File: src/sfr_pkg.sv
package sfr_pkg;

  localparam int unsigned FRAME_STORE_DEPTH = 38;

  // Frame byte values and positions
  localparam logic [7:0] START_BYTE     = 8'd2;
  localparam logic [7:0] END_BYTE       = 8'd3;
  localparam logic [7:0] HUNT_POS       = 8'd0;
  localparam logic [7:0] LEN_POS        = 8'd1;
  localparam logic [7:0] ADDR_POS       = 8'd2;
  localparam logic [7:0] SHORT_LAST_POS = 8'd11;
  localparam logic [7:0] LONG_LAST_POS  = 8'd37;
  localparam logic [7:0] SHORT_LEN      = 8'd12;
  localparam logic [7:0] LONG_LEN       = 8'd38;

  // Payload run
  localparam int unsigned IDX_W         = 6;
  localparam int unsigned PAYLOAD_FIRST = 4;
  localparam logic [IDX_W-1:0] PAYLOAD_LAST_IDX = 6'd32;

  // Result kinds
  localparam logic KIND_SHORT = 1'b0;
  localparam logic KIND_LONG  = 1'b1;

  localparam int unsigned CMD_Q_DEPTH = 2;

  typedef enum logic {
    CMD_SHORT = 1'b0,
    CMD_LONG  = 1'b1
  } cmd_e;

  typedef struct packed {
    logic full;
    logic empty;
  } q_status_t;

  typedef struct packed {
    logic long_pending;
    logic item_taken;
  } front_status_t;

endpackage

File: src/sfr_front.sv
module sfr_front #(
  parameter int unsigned Depth = sfr_pkg::FRAME_STORE_DEPTH,
  localparam int unsigned AW = $clog2(Depth)
) (
  input  logic                   clk_i,
  input  logic                   rst_ni,
  input  logic                   cfg_we_i,
  input  logic [7:0]             cfg_wdata_i,
  input  logic                   push,
  input  logic [7:0]             rx_byte_i,
  output logic                   full,
  output logic                   cmd_push_o,
  output sfr_pkg::cmd_e          cmd_o,
  input  sfr_pkg::q_status_t     q_stat_i,
  input  logic                   run_done_i,
  input  logic                   rd_en_i,
  input  logic [AW-1:0]          rd_addr_i,
  output logic [7:0]             rd_data_o,
  output sfr_pkg::front_status_t stat_o
);

  logic [7:0] cnt_q, exp_q, exp_d, addr_byte_q, station_q;
  logic [8:0] cnt_n;
  logic       long_pend_q;
  logic       accept;
  logic       emit;
  sfr_pkg::cmd_e cmd;
  logic [7:0] mem [Depth];
  logic [7:0] rd_data_q;

  // Hold input off while a payload run still needs the frame store or the command queue is full
  assign full   = long_pend_q || q_stat_i.full;
  assign accept = push && !full;

  always_comb begin
    cnt_n = {1'b0, cnt_q};
    exp_d = exp_q;
    emit  = 1'b0;
    cmd   = sfr_pkg::CMD_SHORT;
    case (cnt_q)
      sfr_pkg::HUNT_POS: begin
        if (rx_byte_i == sfr_pkg::START_BYTE) cnt_n = {1'b0, sfr_pkg::LEN_POS};
      end
      sfr_pkg::LEN_POS: begin
        cnt_n = {1'b0, sfr_pkg::ADDR_POS};
        exp_d = rx_byte_i;
      end
      sfr_pkg::SHORT_LAST_POS: begin
        cnt_n = {1'b0, sfr_pkg::SHORT_LEN};
        if (exp_q == sfr_pkg::SHORT_LEN && rx_byte_i == sfr_pkg::END_BYTE) begin
          cnt_n = 9'd0;
          if (addr_byte_q == station_q) begin
            emit = 1'b1;
            cmd  = sfr_pkg::CMD_SHORT;
          end
        end
      end
      sfr_pkg::LONG_LAST_POS: begin
        cnt_n = {1'b0, sfr_pkg::LONG_LEN};
        if (exp_q == sfr_pkg::LONG_LEN && rx_byte_i == sfr_pkg::END_BYTE) begin
          cnt_n = 9'd0;
          emit  = 1'b1;
          cmd   = sfr_pkg::CMD_LONG;
        end
      end
      default: cnt_n = {1'b0, cnt_q} + 9'd1;
    endcase
    // Drop the frame once the count reaches its length
    if (cnt_n > {1'b0, sfr_pkg::ADDR_POS} && cnt_n >= {1'b0, exp_d}) cnt_n = 9'd0;
  end

  assign cmd_push_o = accept && emit;
  assign cmd_o      = cmd;

  always_ff @(posedge clk_i or negedge rst_ni) begin
    if (!rst_ni) begin
      cnt_q       <= 8'd0;
      exp_q       <= 8'd0;
      station_q   <= 8'd0;
      long_pend_q <= 1'b0;
    end else begin
      if (cfg_we_i) station_q <= cfg_wdata_i;
      if (accept) begin
        cnt_q <= cnt_n[7:0];
        exp_q <= exp_d;
      end
      if (accept && emit && cmd == sfr_pkg::CMD_LONG) long_pend_q <= 1'b1;
      else if (run_done_i) long_pend_q <= 1'b0;
    end
  end

  always_ff @(posedge clk_i) begin
    if (accept && cnt_q == sfr_pkg::ADDR_POS) addr_byte_q <= rx_byte_i;
  end

  always_ff @(posedge clk_i) begin
    if (accept && cnt_q < 8'(Depth)) mem[cnt_q[AW-1:0]] <= rx_byte_i;
  end

  always_ff @(posedge clk_i) begin
    if (rd_en_i) rd_data_q <= mem[rd_addr_i];
  end

  assign rd_data_o           = rd_data_q;
  assign stat_o.long_pending = long_pend_q;
  assign stat_o.item_taken   = accept;

endmodule

File: src/sfr_cmd_queue.sv
module sfr_cmd_queue (
  input  logic               clk_i,
  input  logic               rst_ni,
  input  logic               push_i,
  input  sfr_pkg::cmd_e      cmd_i,
  input  logic               pop_i,
  output sfr_pkg::cmd_e      cmd_o,
  output sfr_pkg::q_status_t stat_o
);

  localparam int unsigned PW = $clog2(sfr_pkg::CMD_Q_DEPTH);
  localparam int unsigned CW = $clog2(sfr_pkg::CMD_Q_DEPTH + 1);

  sfr_pkg::cmd_e   slot_q [sfr_pkg::CMD_Q_DEPTH];
  logic [PW-1:0]   wr_ptr_q, rd_ptr_q;
  logic [CW-1:0]   count_q;
  logic            do_push, do_pop;

  assign stat_o.full  = (count_q == CW'(sfr_pkg::CMD_Q_DEPTH));
  assign stat_o.empty = (count_q == '0);
  assign do_push = push_i && !stat_o.full;
  assign do_pop  = pop_i && !stat_o.empty;
  assign cmd_o   = slot_q[rd_ptr_q];

  always_ff @(posedge clk_i or negedge rst_ni) begin
    if (!rst_ni) begin
      wr_ptr_q <= '0;
      rd_ptr_q <= '0;
      count_q  <= '0;
    end else begin
      if (do_push) wr_ptr_q <= wr_ptr_q + PW'(1);
      if (do_pop)  rd_ptr_q <= rd_ptr_q + PW'(1);
      case ({do_push, do_pop})
        2'b10:   count_q <= count_q + CW'(1);
        2'b01:   count_q <= count_q - CW'(1);
        default: count_q <= count_q;
      endcase
    end
  end

  always_ff @(posedge clk_i) begin
    if (do_push) slot_q[wr_ptr_q] <= cmd_i;
  end

endmodule

File: src/sfr_back.sv
module sfr_back #(
  parameter int unsigned Depth = sfr_pkg::FRAME_STORE_DEPTH,
  localparam int unsigned AW = $clog2(Depth)
) (
  input  logic                      clk_i,
  input  logic                      rst_ni,
  input  sfr_pkg::q_status_t        q_stat_i,
  input  sfr_pkg::cmd_e             cmd_i,
  output logic                      q_pop_o,
  output logic                      run_done_o,
  output logic                      rd_en_o,
  output logic [AW-1:0]             rd_addr_o,
  input  logic [7:0]                rd_data_i,
  input  logic                      pop,
  output logic                      empty,
  output logic                      event_kind_o,
  output logic [7:0]                payload_byte_o,
  output logic [sfr_pkg::IDX_W-1:0] payload_index_o,
  output logic                      last_item_o
);

  typedef enum logic [2:0] {
    ST_IDLE = 3'b001,
    ST_READ = 3'b010,
    ST_LOAD = 3'b100
  } state_e;

  state_e state_q, state_d;
  logic [sfr_pkg::IDX_W-1:0] idx_q, idx_d;
  logic out_valid_q, out_free, load;
  logic ld_kind, ld_last;
  logic [7:0] ld_byte;
  logic [sfr_pkg::IDX_W-1:0] ld_idx;

  assign out_free  = !out_valid_q || pop;
  assign rd_addr_o = AW'(7'(idx_q) + 7'(sfr_pkg::PAYLOAD_FIRST));

  always_comb begin
    state_d    = state_q;
    idx_d      = idx_q;
    q_pop_o    = 1'b0;
    rd_en_o    = 1'b0;
    run_done_o = 1'b0;
    load       = 1'b0;
    ld_kind    = sfr_pkg::KIND_SHORT;
    ld_byte    = 8'd0;
    ld_idx     = '0;
    ld_last    = 1'b1;
    unique case (state_q)
      ST_IDLE: begin
        if (!q_stat_i.empty) begin
          if (cmd_i == sfr_pkg::CMD_LONG) begin
            q_pop_o = 1'b1;
            idx_d   = '0;
            state_d = ST_READ;
          end else if (out_free) begin
            q_pop_o = 1'b1;
            load    = 1'b1;
          end
        end
      end
      ST_READ: begin
        rd_en_o = 1'b1;
        state_d = ST_LOAD;
      end
      ST_LOAD: begin
        // Read data holds until the next read, so wait here for the output slot
        if (out_free) begin
          load    = 1'b1;
          ld_kind = sfr_pkg::KIND_LONG;
          ld_byte = rd_data_i;
          ld_idx  = idx_q;
          ld_last = (idx_q == sfr_pkg::PAYLOAD_LAST_IDX);
          if (ld_last) begin
            run_done_o = 1'b1;
            state_d    = ST_IDLE;
          end else begin
            idx_d   = idx_q + sfr_pkg::IDX_W'(1);
            state_d = ST_READ;
          end
        end
      end
      default: state_d = ST_IDLE;
    endcase
  end

  always_ff @(posedge clk_i or negedge rst_ni) begin
    if (!rst_ni) begin
      state_q     <= ST_IDLE;
      idx_q       <= '0;
      out_valid_q <= 1'b0;
    end else begin
      state_q <= state_d;
      idx_q   <= idx_d;
      if (load) out_valid_q <= 1'b1;
      else if (pop) out_valid_q <= 1'b0;
    end
  end

  always_ff @(posedge clk_i) begin
    if (load) begin
      event_kind_o    <= ld_kind;
      payload_byte_o  <= ld_byte;
      payload_index_o <= ld_idx;
      last_item_o     <= ld_last;
    end
  end

  assign empty = !out_valid_q;

endmodule

File: src/serial_frame_receiver.sv
// Path: a short-frame event reaches the result ports through the command queue and the output
// register; a long frame's payload items go through the queue, a frame store read in ST_READ and
// the output register in ST_LOAD, one frame store read per item, 33 items per run.
// Throughput: one byte per cycle, except that input is held full from a long frame's end byte
// until its last payload item is loaded, and while the command queue holds two events.
// Reset: rst_ni low clears the frame count, length, station address, command queue and output slot at once.
module serial_frame_receiver #(
  parameter int unsigned FRAME_STORE_DEPTH = sfr_pkg::FRAME_STORE_DEPTH
) (
  input  logic                      clk_i,
  input  logic                      rst_ni,
  input  logic                      cfg_we_i,
  input  logic [7:0]                cfg_wdata_i,
  input  logic                      push,
  output logic                      full,
  input  logic [7:0]                rx_byte_i,
  output logic                      empty,
  input  logic                      pop,
  output logic                      event_kind_o,
  output logic [7:0]                payload_byte_o,
  output logic [sfr_pkg::IDX_W-1:0] payload_index_o,
  output logic                      last_item_o
);

  localparam int unsigned AW = $clog2(FRAME_STORE_DEPTH);

  logic                   cmd_push, q_pop, run_done, rd_en;
  sfr_pkg::cmd_e          cmd_in, cmd_out;
  sfr_pkg::q_status_t     q_stat;
  sfr_pkg::front_status_t f_stat;
  logic [AW-1:0]          rd_addr;
  logic [7:0]             rd_data;

  sfr_front #(.Depth(FRAME_STORE_DEPTH)) u_front (
    .clk_i       (clk_i),
    .rst_ni      (rst_ni),
    .cfg_we_i    (cfg_we_i),
    .cfg_wdata_i (cfg_wdata_i),
    .push        (push),
    .rx_byte_i   (rx_byte_i),
    .full        (full),
    .cmd_push_o  (cmd_push),
    .cmd_o       (cmd_in),
    .q_stat_i    (q_stat),
    .run_done_i  (run_done),
    .rd_en_i     (rd_en),
    .rd_addr_i   (rd_addr),
    .rd_data_o   (rd_data),
    .stat_o      (f_stat)
  );

  sfr_cmd_queue u_queue (
    .clk_i  (clk_i),
    .rst_ni (rst_ni),
    .push_i (cmd_push),
    .cmd_i  (cmd_in),
    .pop_i  (q_pop),
    .cmd_o  (cmd_out),
    .stat_o (q_stat)
  );

  sfr_back #(.Depth(FRAME_STORE_DEPTH)) u_back (
    .clk_i           (clk_i),
    .rst_ni          (rst_ni),
    .q_stat_i        (q_stat),
    .cmd_i           (cmd_out),
    .q_pop_o         (q_pop),
    .run_done_o      (run_done),
    .rd_en_o         (rd_en),
    .rd_addr_o       (rd_addr),
    .rd_data_i       (rd_data),
    .pop             (pop),
    .empty           (empty),
    .event_kind_o    (event_kind_o),
    .payload_byte_o  (payload_byte_o),
    .payload_index_o (payload_index_o),
    .last_item_o     (last_item_o)
  );

  a_pending_blocks_input: assert property (@(posedge clk_i) disable iff (!rst_ni)
    f_stat.long_pending |-> full)
    else $error("input open while a payload run is pending");

  a_queue_room: assert property (@(posedge clk_i) disable iff (!rst_ni)
    f_stat.item_taken |-> !q_stat.full)
    else $error("item taken with command queue full");

  a_short_is_last: assert property (@(posedge clk_i) disable iff (!rst_ni)
    (!empty && event_kind_o == sfr_pkg::KIND_SHORT) |-> (last_item_o && payload_byte_o == 8'd0))
    else $error("malformed short-frame event");

  a_run_done_last: assert property (@(posedge clk_i) disable iff (!rst_ni)
    run_done |=> (!empty && last_item_o && payload_index_o == sfr_pkg::PAYLOAD_LAST_IDX))
    else $error("payload run ended without its last item");

endmodule
File: config.mk
export PLATFORM = sky130hd
export DESIGN_NAME = serial_frame_receiver
export DESIGN_NICKNAME = d
export VERILOG_FILES = /design/src/sfr_pkg.sv /design/src/sfr_front.sv /design/src/sfr_cmd_queue.sv /design/src/sfr_back.sv /design/src/serial_frame_receiver.sv
export SDC_FILE = /design/constraint.sdc
export NUM_CORES = 1
export LEC_CHECK = 0
export ABC_AREA = 1
export BUFFER_PORTS_ARGS = -buffer_cell sky130_fd_sc_hd__buf_2
export CAP_MARGIN = 10
export CELL_PAD_IN_SITES_DETAIL_PLACEMENT = 0
export CELL_PAD_IN_SITES_GLOBAL_PLACEMENT = 1
export CORE_MARGIN = 10
export CORE_UTILIZATION = 50
export DETAILED_ROUTE_END_ITERATION = 10
export GPL_TIMING_DRIVEN = 0
export PLACE_DENSITY = 0.85
export SKIP_LAST_GASP = 1
export SYNTH_ARGS = -nofsm -noshare
export SYNTH_HDL_FRONTEND = slang
export SYNTH_SLANG_ARGS = --single-unit
File: constraint.sdc
create_clock -name clk_i -period 3.4 [get_ports clk_i]
set_input_delay 0.51 -clock clk_i [delete_from_list [all_inputs] [get_ports clk_i]]
set_output_delay 0.51 -clock clk_i [all_outputs]
set_load 0.01 [all_outputs]
==> results.sh <==
export IMPL_number_of_flops_mapped_to_enable_cells_by_yosys=338
export IMPL_htreeDepth=2
export IMPL_ys_async_sr_fraction_pct=10.3
export IMPL_report_final_slew_viol_count=0
export IMPL_cts_inserted_buffers=37
export IMPL_synth_seq_cells=377
export IMPL_synth_fp_nets=1413
export IMPL_post_route_worst_setup_slack_ns=0.0891
export IMPL_max_cap_violations=0
export IMPL_totalPowerFinal_mw=13.8
export IMPL_first_pass_iters=6
export IMPL_fmax_ghz=0.302
export IMPL_seq_area_frac_synth_pct=69.5
export IMPL_stdcell_count=1881
export IMPL_top_layer_reached_by_signal_wires="met4"
export IMPL_fillers=2605
export IMPL_crit_required_ns=3.79
export IMPL_cp_max_fo=10
export IMPL_detailroute_wirelength_met3_um=4270
export IMPL_floorplan_rows=65
export IMPL_cts_sinks=377
export IMPL_detail_route_wirelength_um=41600
export IMPL_grt_antenna_before_repair=0
export IMPL_post_route_period_util_pct=97.4
export IMPL_place_hpwl_um=27600
export IMPL_pwr_density_cell_nw_per_um2=769
export IMPL_nets=1490
export IMPL_post_route_drc_count=0
export IMPL_synthTopCellsByCount="338 x sky130_fd_sc_hd__edfxtp_1, 256 x sky130_fd_sc_hd__nor2_1, 192 x sky130_fd_sc_hd__o21ai_0"
export IMPL_final_antenna_net_count=0
export IMPL_routedWlPerCell_um=22.1
export IMPL_irDropWorstVdd_uv=380
export IMPL_final_period_minus_worst_setup_slack_ns=3.31
export IMPL_initial_core_util_pct=50.7
export IMPL_syn_area_per_cell_um2=11.6
export IMPL_critical_path_class="flip-flop to flip-flop"
export IMPL_grt_pass1_wl_um=63500
export IMPL_final_hold_worst_slack_ns=0.139
export IMPL_synth_warning_count=0
export IMPL_unrepaired_setup_endpoints_after_global_routing="yes"
export IMPL_antenna_cells=0
export IMPL_detailedPlace_worstSlack_ns=-0.398
export IMPL_pin_count=39
export IMPL_grt_util_overall_pct=21.2
export IMPL_cts_tree="built"
export IMPL_place_gp_congestion=0.950
export IMPL_areaGrowthSynthToFinish_pct=11.8
export IMPL_dr_total_vias=11000
export IMPL_status="complete, no violations"
export IMPL_synth_area_leader_cell="sky130_fd_sc_hd__edfxtp_1"
export IMPL_detail_route_wirelength_met1_um=16300
export IMPL_place_detailed_instances=1815
export IMPL_vias_per_cell=5.86
export IMPL_holdBufCountCts=0
export IMPL_worst_skew_pair_late_latency_ns=0.53
export IMPL_final_hold_violation_count=0
export IMPL_die_height_um=199
export IMPL_met2WireLength_um=19600
export IMPL_hp_class="input pin to async pin"
export IMPL_cts_reportedPaths_clkPinSlew_ns=0.06
export IMPL_maximum_root_to_sink_buffer_count=3
export IMPL_worst_slew_pin_slew_ns=1.20
export IMPL_final_setup_viol_count=0
export IMPL_worst_endpoint_arrival_ns=3.70
export IMPL_port_buffers=37
export IMPL_floorplan_die_area_um2=39600
export IMPL_slew_headroom_pct=19.7
export IMPL_drt_iter0_drc=1366
export IMPL_timing_clock_skew_ns=0.0151
export IMPL_synth_cells=1375
export IMPL_post_synth_main_area_contributors="sky130_fd_sc_hd__edfxtp_1 63%, sky130_fd_sc_hd__o21ai_0 6.0%, sky130_fd_sc_hd__nor2_1 6.0%"
export IMPL_synthesis_area_um2=16000
export IMPL_grt_start_max_net_pins=43
export IMPL_synth_cell_type_count=41
export IMPL_p_leak_nw=6.46
export IMPL_die_x_um=199
export IMPL_core_area_um2=31600
export IMPL_gr_total_overflow=0
export IMPL_crit_path_start_kind="flip-flop"
export IMPL_synth_ff_type="sky130_fd_sc_hd__edfxtp_1"
export IMPL_finalCoreUtilization_pct=56.7
export IMPL_cts_root_buffer="sky130_fd_sc_hd__clkbuf_16"
export IMPL_setup_worst_path_end_class="flip-flop"
export IMPL_synth_top_area_share_pct=63.4
export IMPL_yosysMostFrequentCell="sky130_fd_sc_hd__edfxtp_1"
export IMPL_grt_pass1_vias=10600
export IMPL_drive_gt1_share_pct=11.2
-- power by group --
group | total [mW] | internal (mW) | switching, mW
clock | 3.93 | 2.28 | 1.65
combinational | 4.23 | 1.26 | 2.98
sequential | 5.60 | 5.45 | 0.153
total | 13.8 | 8.98 | 4.78
-- metrics by stage --
step | cell area [µm²] | TNS (ns)
after floorplan | 16000 | 0
after global placement | 16700 | -1.46
after detailed placement | 16700 | -1.72
final | 17900 | 0
after CTS | 17900 | 0
after global routing | 17900 | -0.0207
-- worst paths after layout --
kind | from | endpoint | slack [ns] | cells after the start
setup / recovery | u_back.idx_q[2] | u_front.rd_data_o[3] | 0.09 | 9
hold / removal | rst_ni | u_front.exp_q[4] | 0.14 | 1
setup reg to reg | u_back.idx_q[2] | u_front.rd_data_o[3] | 0.09 | 9
hold reg to reg | u_queue.rd_ptr_q | u_queue.rd_ptr_q | 0.50 | 1
max in group asynchronous | rst_ni | u_back.idx_q[4] | 2.67 | 1
min in group clk_i | cfg_wdata_i[0] | u_front.station_q[0] | 0.20 | 3
-- cell usage in the layout (no fill, tap or decap), types with 9 or more instances in the layout --
cell / count
sky130_fd_sc_hd__nand4_1: 9
sky130_fd_sc_hd__nor2_1: 256
sky130_fd_sc_hd__ha_1: 17
sky130_fd_sc_hd__a21oi_1: 30
sky130_fd_sc_hd__nand2_1: 144
sky130_fd_sc_hd__clkbuf_1: 50
sky130_fd_sc_hd__xor2_1: 12
sky130_fd_sc_hd__o211ai_1: 11
sky130_fd_sc_hd__buf_2: 57
sky130_fd_sc_hd__clkbuf_16: 39
sky130_fd_sc_hd__dfrtp_1: 38
sky130_fd_sc_hd__inv_1: 67
sky130_fd_sc_hd__edfxtp_1: 338
sky130_fd_sc_hd__o22ai_1: 70
sky130_fd_sc_hd__o21ai_0: 192
sky130_fd_sc_hd__nand3_1: 42
-- sequential cells by signal (all words and copies together) (netlist names), 2 cells and up --
register / cells
u_front.exp_q: 8
u_back.state_q: 3
u_queue.count_q: 2
u_front.cnt_q: 8
u_back.payload_byte_o: 8
u_front.rd_data_o: 8
u_front.mem: 304
u_queue.slot_q: 2
u_front.addr_byte_q: 8
u_back.payload_index_o: 6
u_back.idx_q: 6
u_front.station_q: 8
-- cell families after synthesis --
| kind of cell | Yosys count | synth area share (%) |
|---|---|---|
| AND/OR/NAND/NOR | 489 | 12.9 |
| AO/OA/AOI/OAI | 319 | 10.9 |
| XOR/XNOR | 17 | 0.930 |
| buffers and inverters | 145 | 3.75 |
| flip-flops | 377 | 69.5 |
| adder cells (fa/ha/maj) | 17 | 1.33 |
| multiplexers | 11 | 0.734 |
-- routing by layer --
layer | up-vias | global-route usage, %
met3 | 95 | 3.90
met1 | 5272 | 28.6
li1 | 5041 | -
met2 | 615 | 33.8
met5 | - | 0
met4 | 0 | 7.57
-- worst max-delay path, stage by stage, from the launching register on --
cell	delay (ns)
sky130_fd_sc_hd__dfrtp_1	0.67
sky130_fd_sc_hd__clkinvlp_4	0.28
sky130_fd_sc_hd__clkbuf_1	0.27
sky130_fd_sc_hd__ha_1	0.53
sky130_fd_sc_hd__inv_1	0.26
sky130_fd_sc_hd__clkbuf_2	0.30
sky130_fd_sc_hd__o21ai_0	0.16
sky130_fd_sc_hd__o21ai_0	0.37
sky130_fd_sc_hd__nand3_1	0.21
sky130_fd_sc_hd__nand2_1	0.11
-- area by class of cell --
| type | count | area [µm²] | share of cell area, % |
|---|---|---|---|
| multi-input cells | 853 | 4300 | 24.0 |
| plain buffers | 70 | 323 | 1.80 |
| clock buffers | 49 | 1020 | 5.72 |
| well taps | 402 | 503 | 2.81 |
| inverters | 73 | 278 | 1.55 |
| repair buffers | 40 | 208 | 1.16 |
| flip-flops and latches | 377 | 11100 | 62.2 |
| clock inverters | 17 | 141 | 0.790 |
-- repair_timing --
action / in CTS / in global routing
pin swaps: 0 / 1
endpoints found under the setup margin: 7 / 11
resized for setup: 1 / 4
buffers inserted: 1 / 0
Note: power is estimated with default switching activity, not from simulation.
